**src/rtl/bssm_pkg.sv**
```systemverilog
// ============================================================================
// bssm_pkg
// Shared widths, codes and constants of the buffer slew spike monitor.
// ============================================================================
package bssm_pkg;

    localparam int SampleWidth  = 13;
    localparam int DeltaWidth   = 13;
    localparam int ThreshWidth  = 13;
    localparam int MvWidth      = 12;
    localparam int CountWidth   = 32;
    localparam int CodeWidth    = 12;
    localparam int ProductWidth = 24;
    localparam int CfgIdxWidth  = 1;

    typedef logic [1:0] alert_t;
    localparam alert_t AlertNone     = 2'd0;
    localparam alert_t AlertWarning  = 2'd1;
    localparam alert_t AlertCritical = 2'd2;

    typedef logic [CfgIdxWidth-1:0] cfg_idx_t;
    localparam cfg_idx_t RegWarningThreshold  = 1'd0;
    localparam cfg_idx_t RegCriticalThreshold = 1'd1;

    localparam logic [ThreshWidth-1:0] WarningReset  = 13'd100;
    localparam logic [ThreshWidth-1:0] CriticalReset = 13'd1000;

    localparam logic [CodeWidth-1:0]    RawFullScale = 12'd4095;
    localparam logic [ProductWidth-1:0] MvFullScale  = 24'd3600;

endpackage

```
**src/rtl/bssm_sample_if.sv**
```systemverilog
// ============================================================================
// bssm_sample_if
// Sample channel: one ADC sample per transaction with an end-of-buffer flag.
// ============================================================================
interface bssm_sample_if;
    logic                                     valid;
    logic                                     ready;
    logic signed [bssm_pkg::SampleWidth-1:0]  sample;
    logic                                     end_of_buffer;

    modport source (output valid, output sample, output end_of_buffer, input ready);
    modport sink   (input valid, input sample, input end_of_buffer, output ready);
endinterface

```
**src/rtl/bssm_result_if.sv**
```systemverilog
// ============================================================================
// bssm_result_if
// Result channel: one buffer summary per transaction.
// ============================================================================
interface bssm_result_if;
    logic                                     valid;
    logic                                     ready;
    logic signed [bssm_pkg::SampleWidth-1:0]  last_raw;
    logic        [bssm_pkg::MvWidth-1:0]      millivolts;
    logic        [bssm_pkg::DeltaWidth-1:0]   peak_step;
    bssm_pkg::alert_t                         alert_level;
    logic        [bssm_pkg::CountWidth-1:0]   buffers_done;

    modport source (output valid, output last_raw, output millivolts, output peak_step,
                    output alert_level, output buffers_done, input ready);
    modport sink   (input valid, input last_raw, input millivolts, input peak_step,
                    input alert_level, input buffers_done, output ready);
endinterface

```
**src/rtl/bssm_cfg_if.sv**
```systemverilog
// ============================================================================
// bssm_cfg_if
// Configuration write channel: register index and write data.
// ============================================================================
interface bssm_cfg_if;
    logic                                    valid;
    logic                                    ready;
    bssm_pkg::cfg_idx_t                      index;
    logic [bssm_pkg::ThreshWidth-1:0]        data;

    modport source (output valid, output index, output data, input ready);
    modport sink   (input valid, input index, input data, output ready);
endinterface

```
**src/rtl/buffer_slew_spike_monitor.sv**
```systemverilog
// ============================================================================
// buffer_slew_spike_monitor
// Tracks the largest step between consecutive samples of a buffer and emits
// a summary with millivolt reading, alert level and buffer count per buffer.
// ============================================================================
// One sample is taken every cycle while sample ready is high. The slew
// tracker updates at the sample transaction itself; a buffer-ending sample
// then passes an input register (clamp and scale product) and the result
// register (divide by 4095 via reciprocal and one correction, threshold
// compare) before its summary appears. Sample ready drops only while both
// stages hold summaries and the result channel stalls. Config writes are
// always accepted; write them only while no buffer summary is pending.
// ============================================================================
module buffer_slew_spike_monitor (
    input  logic                  clk,
    input  logic                  rst_n,
    bssm_sample_if.sink           samples,
    bssm_result_if.source         results,
    bssm_cfg_if.sink              cfg
);

    localparam int SW = bssm_pkg::SampleWidth;
    localparam int DW = bssm_pkg::DeltaWidth;
    localparam int PW = bssm_pkg::ProductWidth;

    logic [bssm_pkg::ThreshWidth-1:0] warn_reg;
    logic [bssm_pkg::ThreshWidth-1:0] crit_reg;

    logic signed [SW-1:0]             prev_reg;
    logic                             start_reg;
    logic [DW-1:0]                    run_max_reg;
    logic [DW-1:0]                    run_max_next;
    logic [bssm_pkg::CountWidth-1:0]  count_reg;

    logic                             s1_valid_reg;
    logic signed [SW-1:0]             s1_raw_reg;
    logic [PW-1:0]                    s1_prod_reg;
    logic [DW-1:0]                    s1_max_reg;
    logic [bssm_pkg::CountWidth-1:0]  s1_count_reg;

    logic                             out_valid_reg;
    logic signed [SW-1:0]             out_raw_reg;
    logic [bssm_pkg::MvWidth-1:0]     out_mv_reg;
    logic [DW-1:0]                    out_max_reg;
    bssm_pkg::alert_t                 out_alert_reg;
    logic [bssm_pkg::CountWidth-1:0]  out_count_reg;

    logic                             out_free;
    logic                             out_load;
    logic                             in_accept;
    logic                             s1_load;

    logic signed [SW:0]               diff;
    logic [SW:0]                      abs_diff;
    logic [DW-1:0]                    step;
    logic [bssm_pkg::CodeWidth-1:0]   code;

    logic [PW:0]                      quo_sum;
    logic [DW-1:0]                    quo_est;
    logic [PW:0]                      quo_back;
    logic [PW:0]                      remainder;
    logic [DW-1:0]                    quo_fix;
    bssm_pkg::alert_t                 alert;

    assign out_free  = !out_valid_reg || results.ready;
    assign out_load  = s1_valid_reg && out_free;
    assign samples.ready = !s1_valid_reg || out_free;
    assign in_accept = samples.valid && samples.ready;
    assign s1_load   = in_accept && samples.end_of_buffer;
    assign cfg.ready = 1'b1;

    always_comb
    begin
        diff     = {samples.sample[SW-1], samples.sample} - {prev_reg[SW-1], prev_reg};
        abs_diff = diff[SW] ? (~diff + 1'b1) : diff;
        step     = abs_diff[DW-1:0];
        if (start_reg)
        begin
            run_max_next = '0;
        end
        else if (step > run_max_reg)
        begin
            run_max_next = step;
        end
        else
        begin
            run_max_next = run_max_reg;
        end
        code = samples.sample[SW-1] ? '0 : samples.sample[bssm_pkg::CodeWidth-1:0];
    end

    always_comb
    begin
        quo_sum   = {1'b0, s1_prod_reg} + {13'd0, s1_prod_reg[PW-1:12]};
        quo_est   = quo_sum[PW:12];
        quo_back  = {quo_est, 12'd0} - {12'd0, quo_est};
        remainder = {1'b0, s1_prod_reg} - quo_back;
        quo_fix   = (remainder >= {13'd0, bssm_pkg::RawFullScale}) ? quo_est + 1'b1 : quo_est;
        if (s1_max_reg > crit_reg)
        begin
            alert = bssm_pkg::AlertCritical;
        end
        else if (s1_max_reg > warn_reg)
        begin
            alert = bssm_pkg::AlertWarning;
        end
        else
        begin
            alert = bssm_pkg::AlertNone;
        end
    end

    always_ff @(posedge clk or negedge rst_n)
    begin
        if (!rst_n)
        begin
            warn_reg      <= bssm_pkg::WarningReset;
            crit_reg      <= bssm_pkg::CriticalReset;
            start_reg     <= 1'b1;
            run_max_reg   <= '0;
            count_reg     <= '0;
            s1_valid_reg  <= 1'b0;
            out_valid_reg <= 1'b0;
        end
        else
        begin
            if (cfg.valid)
            begin
                unique case (cfg.index)
                    bssm_pkg::RegWarningThreshold:  warn_reg <= cfg.data;
                    bssm_pkg::RegCriticalThreshold: crit_reg <= cfg.data;
                    default: ;
                endcase
            end
            if (in_accept)
            begin
                if (samples.end_of_buffer)
                begin
                    start_reg   <= 1'b1;
                    run_max_reg <= '0;
                    count_reg   <= count_reg + 1'b1;
                end
                else
                begin
                    start_reg   <= 1'b0;
                    run_max_reg <= run_max_next;
                end
            end
            if (s1_load)
            begin
                s1_valid_reg <= 1'b1;
            end
            else if (out_load)
            begin
                s1_valid_reg <= 1'b0;
            end
            if (out_load)
            begin
                out_valid_reg <= 1'b1;
            end
            else if (results.ready)
            begin
                out_valid_reg <= 1'b0;
            end
        end
    end

    always_ff @(posedge clk)
    begin
        if (in_accept)
        begin
            prev_reg <= samples.sample;
        end
        if (s1_load)
        begin
            s1_raw_reg   <= samples.sample;
            s1_prod_reg  <= {12'd0, code} * bssm_pkg::MvFullScale;
            s1_max_reg   <= run_max_next;
            s1_count_reg <= count_reg + 1'b1;
        end
        if (out_load)
        begin
            out_raw_reg   <= s1_raw_reg;
            out_mv_reg    <= quo_fix[bssm_pkg::MvWidth-1:0];
            out_max_reg   <= s1_max_reg;
            out_alert_reg <= alert;
            out_count_reg <= s1_count_reg;
        end
    end

    assign results.valid        = out_valid_reg;
    assign results.last_raw     = out_raw_reg;
    assign results.millivolts   = out_mv_reg;
    assign results.peak_step    = out_max_reg;
    assign results.alert_level  = out_alert_reg;
    assign results.buffers_done = out_count_reg;

endmodule
```
**src/flat_wrapper.sv**
```systemverilog
// flat-port wrapper written by rule: the top's interface ports become plain ports
module buffer_slew_spike_monitor_flat 
  (clk, rst_n, samples_valid, samples_sample, samples_end_of_buffer, samples_ready, results_valid, results_last_raw, results_millivolts, results_peak_step, results_alert_level, results_buffers_done, results_ready, cfg_valid, cfg_index, cfg_data, cfg_ready);
  bssm_sample_if samples_i ();
  bssm_result_if results_i ();
  bssm_cfg_if cfg_i ();
  input  logic clk;
  input  logic rst_n;
  input wire logic [$bits(samples_i.valid)-1:0] samples_valid;
  input wire logic [$bits(samples_i.sample)-1:0] samples_sample;
  input wire logic [$bits(samples_i.end_of_buffer)-1:0] samples_end_of_buffer;
  output wire logic [$bits(samples_i.ready)-1:0] samples_ready;
  output wire logic [$bits(results_i.valid)-1:0] results_valid;
  output wire logic [$bits(results_i.last_raw)-1:0] results_last_raw;
  output wire logic [$bits(results_i.millivolts)-1:0] results_millivolts;
  output wire logic [$bits(results_i.peak_step)-1:0] results_peak_step;
  output wire logic [$bits(results_i.alert_level)-1:0] results_alert_level;
  output wire logic [$bits(results_i.buffers_done)-1:0] results_buffers_done;
  input wire logic [$bits(results_i.ready)-1:0] results_ready;
  input wire logic [$bits(cfg_i.valid)-1:0] cfg_valid;
  input wire logic [$bits(cfg_i.index)-1:0] cfg_index;
  input wire logic [$bits(cfg_i.data)-1:0] cfg_data;
  output wire logic [$bits(cfg_i.ready)-1:0] cfg_ready;
  assign samples_i.valid = samples_valid;
  assign samples_i.sample = samples_sample;
  assign samples_i.end_of_buffer = samples_end_of_buffer;
  assign samples_ready = samples_i.ready;
  assign results_valid = results_i.valid;
  assign results_last_raw = results_i.last_raw;
  assign results_millivolts = results_i.millivolts;
  assign results_peak_step = results_i.peak_step;
  assign results_alert_level = results_i.alert_level;
  assign results_buffers_done = results_i.buffers_done;
  assign results_i.ready = results_ready;
  assign cfg_i.valid = cfg_valid;
  assign cfg_i.index = cfg_index;
  assign cfg_i.data = cfg_data;
  assign cfg_ready = cfg_i.ready;
  buffer_slew_spike_monitor u_core (.clk(clk), .rst_n(rst_n), .samples(samples_i), .results(results_i), .cfg(cfg_i));
endmodule
```
**config.mk**
```make
export PLATFORM = sky130hd
export DESIGN_NAME = buffer_slew_spike_monitor_flat
export DESIGN_NICKNAME = d
export VERILOG_FILES = /design/src/rtl/bssm_pkg.sv /design/src/rtl/bssm_sample_if.sv /design/src/rtl/bssm_result_if.sv /design/src/rtl/bssm_cfg_if.sv /design/src/rtl/buffer_slew_spike_monitor.sv /design/src/flat_wrapper.sv
export SDC_FILE = /design/constraint.sdc
export NUM_CORES = 1
export LEC_CHECK = 0
export ABC_CLOCK_PERIOD_IN_PS = 10000
export BUFFER_PORTS_ARGS = -buffer_cell sky130_fd_sc_hd__buf_2
export CORE_UTILIZATION = 31
export CTS_CLUSTER_DIAMETER = 100
export DETAILED_ROUTE_END_ITERATION = 16
export MAX_ROUTING_LAYER = met4
export PLACE_DENSITY = 0.56
export REMOVE_ABC_BUFFERS = 1
export SLEW_MARGIN = 5
export SYNTH_ARGS = -nofsm -noshare
export SYNTH_HDL_FRONTEND = slang
export SYNTH_SLANG_ARGS = --single-unit
```
**constraint.sdc**
```tcl
create_clock -name clk -period 10 [get_ports clk]
set_input_delay 1.5 -clock clk [delete_from_list [all_inputs] [get_ports clk]]
set_output_delay 1.5 -clock clk [all_outputs]
set_load 0.02 [all_outputs]
```
---- Word level (Yosys, flattened, before mapping) ----
Cells that the tools add are included.
storage, ports and cells
  register bits after elaboration ......... 237
  input port bits ......................... 33
  output and inout port bits .............. 75
  logic and storage cells ................. 55
cells by class
  add/sub/neg operators ................... 7
  multipliers ............................. 1
  magnitude comparators ................... 4
  muxes and demuxes ....................... 12
  bitwise logic cells ..................... 2
  reductions and logical operators ........ 12
operator list
  operator                                                                 number
  13-bit 2-to-1 mux                                                        4
  13-bit greater-than comparator                                           3
  32-bit by 1-bit adder with 32-bit output, second input constant          1
  24-bit by 12-bit adder with 25-bit output                                1
  25-bit by 12-bit >= comparator with 1-bit output, second input constant  1
  24-bit by 25-bit subtractor with 25-bit output                           1
  25-bit by 13-bit subtractor with 25-bit output                           1
  12-bit 2-to-1 mux                                                        2
  12-bit by 8-bit multiplier with 20-bit output, second input constant     1
  13-bit by 13-bit subtractor with 14-bit output                           1
  13-bit by 1-bit adder with 13-bit output, second input constant          1
  13-bit NOT                                                               1
  12-bit by 1-bit adder with 12-bit output, second input constant          1
  1-bit 2-to-1 mux                                                         6
  2-bit AND reduction                                                      3
  2-bit nonzero test                                                       2
  1-bit logical AND                                                        3
  1-bit zero test                                                          2
  1-bit logical OR                                                         2
  1-bit NOT                                                                1

---- Logic depth before layout (Yosys ltp) ----
Gate-level depths: netlist (run 1).
  depth after elaboration ................. 8
  depth in mapped cells ................... 24
  mapped depth without buffers ............ 23

---- Worst setup path before layout (run 1) ----
No wires, ideal clock.
  path type ............................... input port to flip-flop
  start ................................... input samples_sample[7]
  end ..................................... register u_core.s1_max_reg[11], data pin
  library setup time ...................... 0.266 ns
  data arrival time ....................... 5.895 ns
  required time ........................... 9.734 ns
  path slack .............................. 3.839 ns
  cell stages on the path ................. 20
  path buffers ............................ 2
  cells stage by stage .................... ha_1 buf_2 and3_1 a211o_1 or2_2 xnor2_1 o21bai_1 or4_1 a211o_1 xnor2_1 ha_1 and3_1 nand3_1 nor2_1 nand2_1 o21a_1 nor2_1 buf_1 mux2i_1 nor2_1
between the ends
  cells in the longest elaborated chain, start to end .. 7
ends and longest elaborated chain
  item                                              line                              source
  from (decl)                                       flat_wrapper.sv:10                input wire logic [$bits(samples_i.sample)-1:0] samples_sample;
  13-bit by 13-bit subtractor with 14-bit output *  buffer_slew_spike_monitor.sv:74   diff = {samples.sample[SW-1], samples.sample} - {prev_reg[SW-1], prev_reg};
  13-bit NOT                                        buffer_slew_spike_monitor.sv:75   abs_diff = diff[SW] ? (~diff + 1'b1) : diff;
  13-bit by 1-bit adder with 13-bit output          buffer_slew_spike_monitor.sv:75
  13-bit 2-to-1 mux *                               buffer_slew_spike_monitor.sv:75
  13-bit greater-than comparator                    buffer_slew_spike_monitor.sv:81   else if (step > run_max_reg)
  13-bit 2-to-1 mux *                               buffer_slew_spike_monitor.sv:81
  13-bit 2-to-1 mux *                               buffer_slew_spike_monitor.sv:77   if (start_reg)
  via u_core.run_max_next[11]                       buffer_slew_spike_monitor.sv:32   logic [DW-1:0] run_max_next;
  to (signal assigned)                              buffer_slew_spike_monitor.sv:178  s1_max_reg <= run_max_next;
  to (decl)                                         buffer_slew_spike_monitor.sv:38   logic [DW-1:0] s1_max_reg;
The timed path passes the listed nets; every way through them passes the cells marked *.
A chain may end at the register's enable or synchronous reset.

---- Worst setup path in the final report (run 1) ----
  start ................................... register u_core.s1_prod_reg[21]
  end ..................................... register u_core.out_mv_reg, in the netlist u_core.results.millivolts[1], data pin
between the ends
  cells in the longest elaborated chain, start to end .. 5
  elaborated cells on any way between the ends .. 6
  classes of those cells .................. add/sub (4); order compare (1); mux (1)
ends and longest elaborated chain
  item                                              line                              source
  from (decl)                                       buffer_slew_spike_monitor.sv:37   logic [PW-1:0] s1_prod_reg;
  from (signal assigned)                            buffer_slew_spike_monitor.sv:177  s1_prod_reg <= {12'd0, code} * bssm_pkg::MvFullScale;
  24-bit by 12-bit adder with 25-bit output         buffer_slew_spike_monitor.sv:94   quo_sum = {1'b0, s1_prod_reg} + {13'd0, s1_prod_reg[PW-1:12]};
  25-bit by 13-bit subtractor with 25-bit output    buffer_slew_spike_monitor.sv:96   quo_back = {quo_est, 12'd0} - {12'd0, quo_est};
  24-bit by 25-bit subtractor with 25-bit output    buffer_slew_spike_monitor.sv:97   remainder = {1'b0, s1_prod_reg} - quo_back;
  25-bit by 12-bit >= comparator with 1-bit output  buffer_slew_spike_monitor.sv:98   quo_fix = (remainder >= {13'd0, bssm_pkg::RawFullScale}) ? quo_est + 1'b1 : quo_est;
  12-bit 2-to-1 mux *                               buffer_slew_spike_monitor.sv:98
  via u_core.quo_fix[1]                             buffer_slew_spike_monitor.sv:62   logic [DW-1:0] quo_fix;
  to (signal assigned)                              buffer_slew_spike_monitor.sv:184  out_mv_reg <= quo_fix[bssm_pkg::MvWidth-1:0];
  to (decl)                                         buffer_slew_spike_monitor.sv:43   logic [bssm_pkg::MvWidth-1:0] out_mv_reg;
Marked as above.

==> results.env, run 1 <==
FINAL.SETUP_SKEW_NS=0.0264
VIAS_PER_CELL=4.80
AGGREGATE_GLOBAL_ROUTE_RESOURCE_USAGE_PCT=13.9
INITIAL_CELL_DENSITY_OF_THE_CORE_PCT=31.5
CRITICAL-PATH-TOP-DELAY-FAMILY='simple AND/OR/NAND/NOR gates'
SETUP.REG_TO_REG.WORST_SLACK_NS=3.38
LARGEST_STAGE_DELAY_ON_THE_CRITICAL_PATH_NS=0.61
TIMING.MAX_SLEW.REL_SLACK_PCT=27.1
WORST_PATH_MAX_DELAY_CELL='or4_4'
CTSRESIZECOUNT=0
TIMING.FINAL.HOLD_VIOLATIONS=0
DIE_AREA_SQ_UM=46900
WORST_EP_REQUIRED_TIME_NS=10.31
P_LEAK_nW=7.13
DP_HPWL_MM=23.5
PLACED_CELLS=1962
GRT_REMAINING_OVERFLOW=0
CTS.ROOT.BUFFER_CELL='clkbuf_16'
CTS_BUFFERS=28
SYNTH-MAIN-FF-CELL='edfxtp_1'
HOLD_BUFFERS=0
SYN_AREA_SQ_UM=14300
NUM-FILL-CELLS=4508
FINAL-MAX-SLEW-VIOLATION-COUNT=0
FIRST_GLOBAL_VIAS=9505
WL_PER_CELL_UM=15.7
TIMING.CRITICAL_PATH.TO_TYPE='flop'
UNREPAIRED_SETUP_ENDPOINTS_AFTER_GLOBAL_ROUTING='false'
CTS_MAX_LEVEL=1
CTS_TREE='built'
POSTSYNTH.ASYNCRESETSHARE_PCT=31.2
GRT_FIRST_PASS_WIRELENGTH_MM=50.6
MAXCAPVIOLATIONS=0
DIE-WIDTH_UM=217
NUMBER_OF_ROUTED_NETS_WITH_ANTENNA_VIOLATIONS=0
NETLIST-CELL-TYPE-COUNT=77
CLOCK_PATH_BUFFERS=3
FP.DIEH_UM=217
FINAL_LAYOUT_SIZE_SUFFIX_GT1_SHARE_PCT=14.1
CRITPATHBUFINV=1
MAXIMUM_NUMBER_OF_PINS_ON_ONE_NET_BEFORE_GLOBAL_ROUTE_REPAIR=75
POST-ROUTE-MIN-PERIOD_NS=6.62
POST-CTS-SETUP-BUFFER-COUNT=0
ANTENNA_FOUND_INITIAL=1
CORE_AREA_SQ_UM=45400
CRIT_PATH_MAX_FANOUT=12
DETAIL_ROUTE.DRC_VIOLATIONS=0
FINAL-SETUP-VIOL-COUNT=0
HOLDCRITPATHCLASS='reg -> reg'
FINAL.SETUP.TNS_NS=0
WORSTPATHARRIVAL_NS=6.93
CRIT_PATH_FREQUENT_CELL='ha_1'
SYNTHESIS.INSTANCES=1280
ROUTED-VIA-COUNT=9679
PEAKVDDDROP_V=0.000138
LAYOUT-AREA-OVERHEAD-VS-SYNTH_PCT=15.1
CRITICAL_PATH.STARTPOINT_TYPE='flop'
DRT_ITER0_DRC=489
FMAXACHIEVABLE_MHz=151
TIMING.CRITICAL_PATH.CELLS='ha_1 > nand4_1 > a211o_1 > a21boi_1 > inv_1 > nor3_1 > and2_1 > and3_1 > ha_1 > or2_2 > ha_1 > nand2_1 > or4b_1 > a211oi_2 > o31a_1 > o21ai_0 > a2111oi_2 > nand3_1 > or4_4 > mux2_1'
TIGHTESTPINTRANSITION_NS=1.09
POSTSYNTHREGISTERBITS=237
IO_BUFFER_COUNT=106
DESIGN.PORTCOUNT=108
SYNTH_ENABLE_FLOP_CELLS=163
NUM-NETS-FINAL=1596
WORSTSKEWPAIRLATENCY_NS=0.58
POST-ROUTE-PERIOD-UTIL_PCT=66.2
DETAIL_ROUTE.WIRELENGTH_MM=31.6
PATH_CLK_SLEW_NS=0.06
CRITICALPATHCATEGORY='reg -> reg'
POWERDENSITY_nW_PER_UM2=199
DRT_PASS1_ITERATIONS=6
STATUS='finished, final reports clean'
PLACE_CONGESTION=0.887
SYNTH.YOSYS.WARNINGS=0
STDCELL_COUNT=2015
CLKSINKCOUNT=237
AVGSYNTHCELLAREA_SQ_UM=11.2
PLACEMENT_ROWS=78
YOSYSSEQAREASHARE_PCT=47.3
[cell usage after synthesis (18+ instances only)]
master / number / share of area [%]
a21oi_1: 41 / 1.4
and3_1: 22 / 0.96
dfrtp_1: 64 / 11
edfxtp_1: 163 / 34
ha_1: 154 / 13
inv_1: 121 / 3.2
nand2_1: 91 / 2.4
nand3_1: 41 / 1.4
nand4_1: 18 / 0.79
nor2_1: 84 / 2.2
nor2b_1: 20 / 0.88
o21ai_0: 37 / 1.3
xnor2_1: 92 / 5.6
xor2_1: 33 / 2.0
[metal layers]
metal,up-vias,GRT usage [%],wire length (um)
met3,51,1.75,1240
li1,4808,-,-
met1,4632,18.3,15000
met4,0,4.13,741
met5,-,-,0
met2,188,22.1,14600
[per-stage QoR]
stage | instance area (sq um) | setup WS, ns | util [%] | hold slack (ns) | total power, mW
floorplan | 14200 | 3.56 | - | 0.400 | 1.98
finish | 16400 | 3.38 | 36.2 | 0.414 | 3.27
global route | 16400 | 3.04 | 36.2 | 0.421 | 3.47
detailed placement | 15500 | 3.24 | 34.1 | 0.405 | 2.24
CTS | 16400 | 3.44 | 36.2 | 0.412 | 3.31
global placement | 15500 | 3.34 | 34.1 | 0.401 | 2.23
[final timing paths]
path / end / cells past startpoint / start
setup / recovery: u_core.results.millivolts[1] / 20 / u_core.s1_prod_reg[21]
hold / removal: u_core.results.last_raw[6] / 0 / u_core.s1_raw_reg[6]
setup reg to reg: u_core.results.millivolts[1] / 20 / u_core.s1_prod_reg[21]
hold reg to reg: u_core.results.last_raw[6] / 0 / u_core.s1_raw_reg[6]
max in group asynchronous: u_core.run_max_reg[1] / 1 / rst_n
min in group asynchronous: u_core.count_reg[6] / 1 / rst_n
[area by class of cell]
cell class              count  area [sq um]  share of cell area [%]
multi-input cells         893          6940                    42.2
flip-flops and latches    237          6760                    41.1
clock buffers              42           835                    5.08
well taps                 600           751                    4.57
repair buffers            110           563                    3.42
inverters                 122           459                    2.79
clock inverters            10           129                   0.784
diodes                      1          2.50                  0.0152
[cells in the final DEF, fill, tap and decap left out, types with 4 or more instances in the layout]
cell	instances
mux2_2	16
a211oi_2	4
nor2_1	84
ha_1	154
nor4_1	9
fa_1	17
buf_4	5
nand3b_1	5
nand3_1	41
o21ai_0	37
clkbuf_8	6
o21bai_1	10
nor2b_1	19
nand2_1	91
edfxtp_1	163
dfrtp_1	64
mux2i_1	15
clkbuf_1	7
and2_1	6
a21o_1	15
clkbuf_16	29
xnor2_1	92
a21oi_1	41
dfstp_2	10
o21a_1	17
nand4_1	18
or2_2	6
nor3_1	16
nand2b_1	15
and3_1	22
inv_1	120
a211o_1	6
xor2_1	33
buf_2	105
a211oi_1	8
a22o_1	12
clkinv_2	7
o211ai_1	6
a31oi_1	4
or3_1	6
[power by group]
| part | switching (mW) | internal [mW] |
|---|---|---|
| clock network | 0.412 | 0.629 |
| registers | 0.0700 | 1.19 |
| logic | 0.570 | 0.396 |
| total | 1.05 | 2.21 |
[worst reg2reg max path: stages, from the launching register on]
cell	delay [ns]
edfxtp_1	0.49
ha_1	0.36
nand4_1	0.13
a211o_1	0.33
a21boi_1	0.43
inv_1	0.11
nor3_1	0.35
and2_1	0.20
and3_1	0.16
ha_1	0.31
or2_2	0.33
ha_1	0.39
nand2_1	0.09
or4b_1	0.52
a211oi_2	0.33
o31a_1	0.26
o21ai_0	0.13
a2111oi_2	0.32
nand3_1	0.14
or4_4	0.61
mux2_1	0.39
[kinds of logic (layout without fill, tap and decap cells)]
| kind of cell | count (synthesis) | in the layout | synth area share [%] |
|---|---|---|---|
| adders and majority gates | 171 | 171 | 15.9 |
| and+or+nand+nor | 359 | 359 | 12.5 |
| xor gates and xnor gates | 125 | 125 | 7.66 |
| DFF | 237 | 237 | 47.3 |
| other | 1 | 2 | 0.0262 |
| buffers and inverters | 150 | 284 | 4.13 |
| AOI/OAI and AO/OA | 204 | 204 | 10.0 |
| muxes | 33 | 33 | 2.47 |
Note: power is estimated with default switching activity, not from simulation.
==> inputs of run 2 (changes only) <==
--- a/config.mk
+++ b/config.mk
@@ -5,13 +5,13 @@
 export SDC_FILE = /design/constraint.sdc
 export NUM_CORES = 1
 export LEC_CHECK = 0
-export ABC_CLOCK_PERIOD_IN_PS = 10000
+export ABC_CLOCK_PERIOD_IN_PS = 6000
 export BUFFER_PORTS_ARGS = -buffer_cell sky130_fd_sc_hd__buf_2
 export CORE_UTILIZATION = 31
 export CTS_CLUSTER_DIAMETER = 100
 export DETAILED_ROUTE_END_ITERATION = 16
 export MAX_ROUTING_LAYER = met4
-export PLACE_DENSITY = 0.56
+export PLACE_DENSITY = 0.57
 export REMOVE_ABC_BUFFERS = 1
 export SLEW_MARGIN = 5
 export SYNTH_ARGS = -nofsm -noshare
==> constraint.sdc (replaced) <==
create_clock -name clk -period 6 [get_ports clk]
set_input_delay 0.9 -clock clk [delete_from_list [all_inputs] [get_ports clk]]
set_output_delay 0.9 -clock clk [all_outputs]
set_load 0.02 [all_outputs]
==> run 2 against run 1 <==
  * First-iteration DRC count rose by 11%
  * Critical path depth is 2 higher
  * Global-route usage grew 0.094 points
  * Flip-flop and latch count stayed put
  * Worst setup slack got worse by 3.2 ns
  * Combinational power grew 78%
  * Largest cell class unchanged
  * Largest power group unchanged
==> results.env, run 2 (synthesis results as in run 1) <==
STATUS='finished, final reports clean'
POST-ROUTE-PERIOD-UTIL_PCT=96.6  # +30 points
FINAL_COMMON_CELL='edfxtp_1'
DIODES=0  # -1
RR_WORST_DEPTH=22  # +10%
LAYOUT-AREA-OVERHEAD-VS-SYNTH_PCT=18.4
CTS.ROOT.BUFFER_CELL='clkbuf_16'
FINAL-MAX-SLEW-VIOLATION-COUNT=0  # unchanged
POST-ROUTE-MIN-PERIOD_NS=5.80  # -0.821 ns
FINAL-SETUP-VIOL-COUNT=0  # unchanged
WL_PER_CELL_UM=15.6  # -0.72%
CRITICAL_PATH.STARTPOINT_TYPE='flop'
PATH_CLK_SLEW_NS=0.06  # about the same
PLACED_CELLS=2007  # +2.3%
WHS_PATH_DEPTH=0  # unchanged
FMAXACHIEVABLE_MHz=172  # +14%
TIMING.CRITICAL_PATH.TO_TYPE='flop'
P_SW_mW=1.79  # +70%
SEQPWRFRAC_PCT=38.0  # -0.6 points
WORST_EP_REQUIRED_TIME_NS=6.27  # -4.04 ns
FINAL.SETUP_SKEW_NS=0.0173  # -0.00906 ns
DETAIL_ROUTE.WIRELENGTH_MM=32.2  # +1.9%
PLACE_CONGESTION=0.898  # +1.2%
GRT_FIRST_PASS_WIRELENGTH_MM=51.7  # +2.2%
DRT_PASS1_ITERATIONS=5  # -1
DIE-WIDTH_UM=217  # unchanged
CRIT-REG2REG-CAPTURE='u_core.results.millivolts[7]'
TIMING.MAX_SLEW.REL_SLACK_PCT=28.2  # +1.1 points
IO_BUFFER_COUNT=106  # unchanged
SETUP.REG_TO_REG.WORST_SLACK_NS=0.20  # -3.18 ns
CLKSINKCOUNT=237  # unchanged
CTS_TREE='built'
TOP_LAYER='met4'
TOTAL_POWER_mW=5.51  # +69%
STDCELL_COUNT=2068  # +2.6%
P_LEAK_nW=7.39  # +3.7%
P_INT_mW=3.72  # +68%
HOLD_END='u_core.results.buffers_done[5]'
NUM-NETS-FINAL=1650  # +3.4%
NUMBER_OF_ROUTED_NETS_WITH_ANTENNA_VIOLATIONS=0  # unchanged
INITIAL_CELL_DENSITY_OF_THE_CORE_PCT=31.5  # unchanged
WORSTPATHARRIVAL_NS=6.07  # -0.86 ns
PEAKVDDDROP_V=0.000184  # +33%
COMBPWRFRAC_PCT=31.2  # +1.6 points
START_POINT_OF_THE_WORST_HOLD_PATH='u_core.s1_count_reg[5]'
GRT_REMAINING_OVERFLOW=0  # unchanged
CLOCK_PATH_BUFFERS=3  # unchanged
LAYOUT.CELLS.MOST_COMMON_LIST='edfxtp_1 (163), ha_1 (150), inv_1 (120)'
CORE_AREA_SQ_UM=45400  # unchanged
FINAL_CELL_AREA_SQ_UM=16900  # +2.9%
FIRST_GLOBAL_VIAS=9986  # +5.1%
PLACEMENT_ROWS=78  # unchanged
VIAS_PER_CELL=4.78  # -0.41%
AGGREGATE_GLOBAL_ROUTE_RESOURCE_USAGE_PCT=14.0  # +0.094 points
SW_SHARE_PCT=32.5  # +0.26 points
WIRELENGTH_MET1_MM=14.9  # -0.64%
ANTENNA_FOUND_INITIAL=2  # +1
CLOCKPOWERSHARE_PCT=30.9  # -1.0 points
DP_HPWL_MM=24.2  # +3.2%
MAXIMUM_NUMBER_OF_PINS_ON_ONE_NET_BEFORE_GLOBAL_ROUTE_REPAIR=75  # unchanged
HOLDCRITPATHCLASS='reg -> reg'
WORSTREG2REGSTART='u_core.s1_prod_reg[5]'
FINAL_LAYOUT_SIZE_SUFFIX_GT1_SHARE_PCT=18.1  # +4.0 points
TIGHTESTPINTRANSITION_NS=1.08  # -0.0168 ns
DESIGN.PORTCOUNT=108  # unchanged
ROUTED-VIA-COUNT=9893  # +2.2%
TIMING.HOLD.WS_NS=0.413  # -0.000660 ns
DIE_AREA_SQ_UM=46900  # unchanged
FP.DIEH_UM=217  # unchanged
CTS_MAX_LEVEL=1  # unchanged
CTS_BUFFERS=28  # unchanged
POWERDENSITY_nW_PER_UM2=326  # +64%
CRIT_PATH_MAX_FANOUT=4  # -8
DETAILROUTE.WIRELENGTH.MET3_MM=1.21  # -1.8%
PLACE_AREA_SQ_UM=15800  # +2.2%
WORSTSKEWPAIRLATENCY_NS=0.55  # -0.03 ns
WL_MET2_MM=15.2  # +4.4%
HOLD_BUFFERS=0  # unchanged
DETAIL_ROUTE.DRC_VIOLATIONS=0  # unchanged
CRITICALPATHCATEGORY='reg -> reg'
DRT_ITER0_DRC=543  # +11%
NUM-FILL-CELLS=4475  # -0.73%
TIMING.FINAL.HOLD_VIOLATIONS=0  # unchanged
MAXCAPVIOLATIONS=0  # unchanged
run 2: cell count changes in the layout (fill, tap and decap cells not counted), moves of 4 or more:
cell	delta
ha_4	+4
buf_4	+53
ha_1	-4
clkbuf_8	-6
clkbuf_1	-4
run 2: worst max-delay path, stage by stage (launching register included):
cell       delay (ns)
edfxtp_1         0.44
ha_1             0.31
nand4_1          0.12
a211o_1          0.36
a21boi_2         0.17
inv_1            0.10
nor3_4           0.17
and2_1           0.17
and3_1           0.16
ha_1             0.25
or2_2            0.32
ha_1             0.31
nand2_1          0.07
or4b_4           0.53
a211oi_4         0.22
o31a_1           0.20
o21ai_0          0.11
a2111oi_2        0.38
nand3_1          0.16
buf_4            0.19
or4_4            0.56
nand4_1          0.13
xnor2_1          0.09
run 2: worst max path at each step:
stage | startpoint | end | slack (ns) | cells after the start
5_1_grt | u_core.s1_prod_reg[11] | u_core.results.millivolts[7] | -0.05 | 22
4_1_cts | u_core.s1_prod_reg[6] | u_core.results.millivolts[4] | 0.07 | 23
3_3_place_gp | u_core.s1_prod_reg[6] | u_core.results.millivolts[1] | 0.20 | 21
2_1_floorplan | samples_sample[7] | u_core.run_max_reg[0] | 0.16 | 18
3_5_place_dp | u_core.s1_prod_reg[6] | u_core.results.millivolts[4] | 0.04 | 23
6_report | u_core.s1_prod_reg[5] | u_core.results.millivolts[7] | 0.20 | 22
run 2: layer usage:
layer | track usage (%) | vias to the layer above
met2 | 22.7 | 178
li1 | - | 4919
met3 | 1.81 | 55
met1 | 18.2 | 4741
met4 | 3.71 | 0
met5 | - | -
run 2: area by class of cell:
| class | count | area, sq um | area share [%] |
|---|---|---|---|
| Sequential cell | 237 | 6760 | 40.0 |
| Clock inverter | 19 | 169 | 0.999 |
| Multi-Input combinational cell | 894 | 7050 | 41.7 |
| Clock buffer | 33 | 762 | 4.51 |
| Timing Repair Buffer | 163 | 961 | 5.68 |
| Tap cell | 600 | 751 | 4.44 |
| Inverter | 122 | 459 | 2.72 |
run 2: repair_timing:
action | in CTS | in global routing
setup buffers | 0 | 8
pin swaps | 0 | 9
cloned | 0 | 1
resized for setup | 1 | 16
setup endpoints to repair | 2 | 12
run 2: per-stage QoR:
step / setup TNS (ns) / util [%] / setup WS, ns
2_1_floorplan: 0 / - / 0.160
3_3_place_gp: 0 / 34.8 / 0.203
3_5_place_dp: 0 / 34.8 / 0.0444
4_1_cts: 0 / 36.9 / 0.0655
5_1_grt: -0.274 / 37.3 / -0.0535
6_report: 0 / 37.3 / 0.203
run 2: power groups by stage:
stage               Sequential, mW  Clock, mW  Combinational (mW)
finish                        2.09       1.70                1.72
global route                  2.11       1.82                1.94
CTS                           2.10       1.76                1.69
detailed placement            2.13          0                1.67
global placement              2.12          0                1.66
floorplan                     2.14          0                1.15
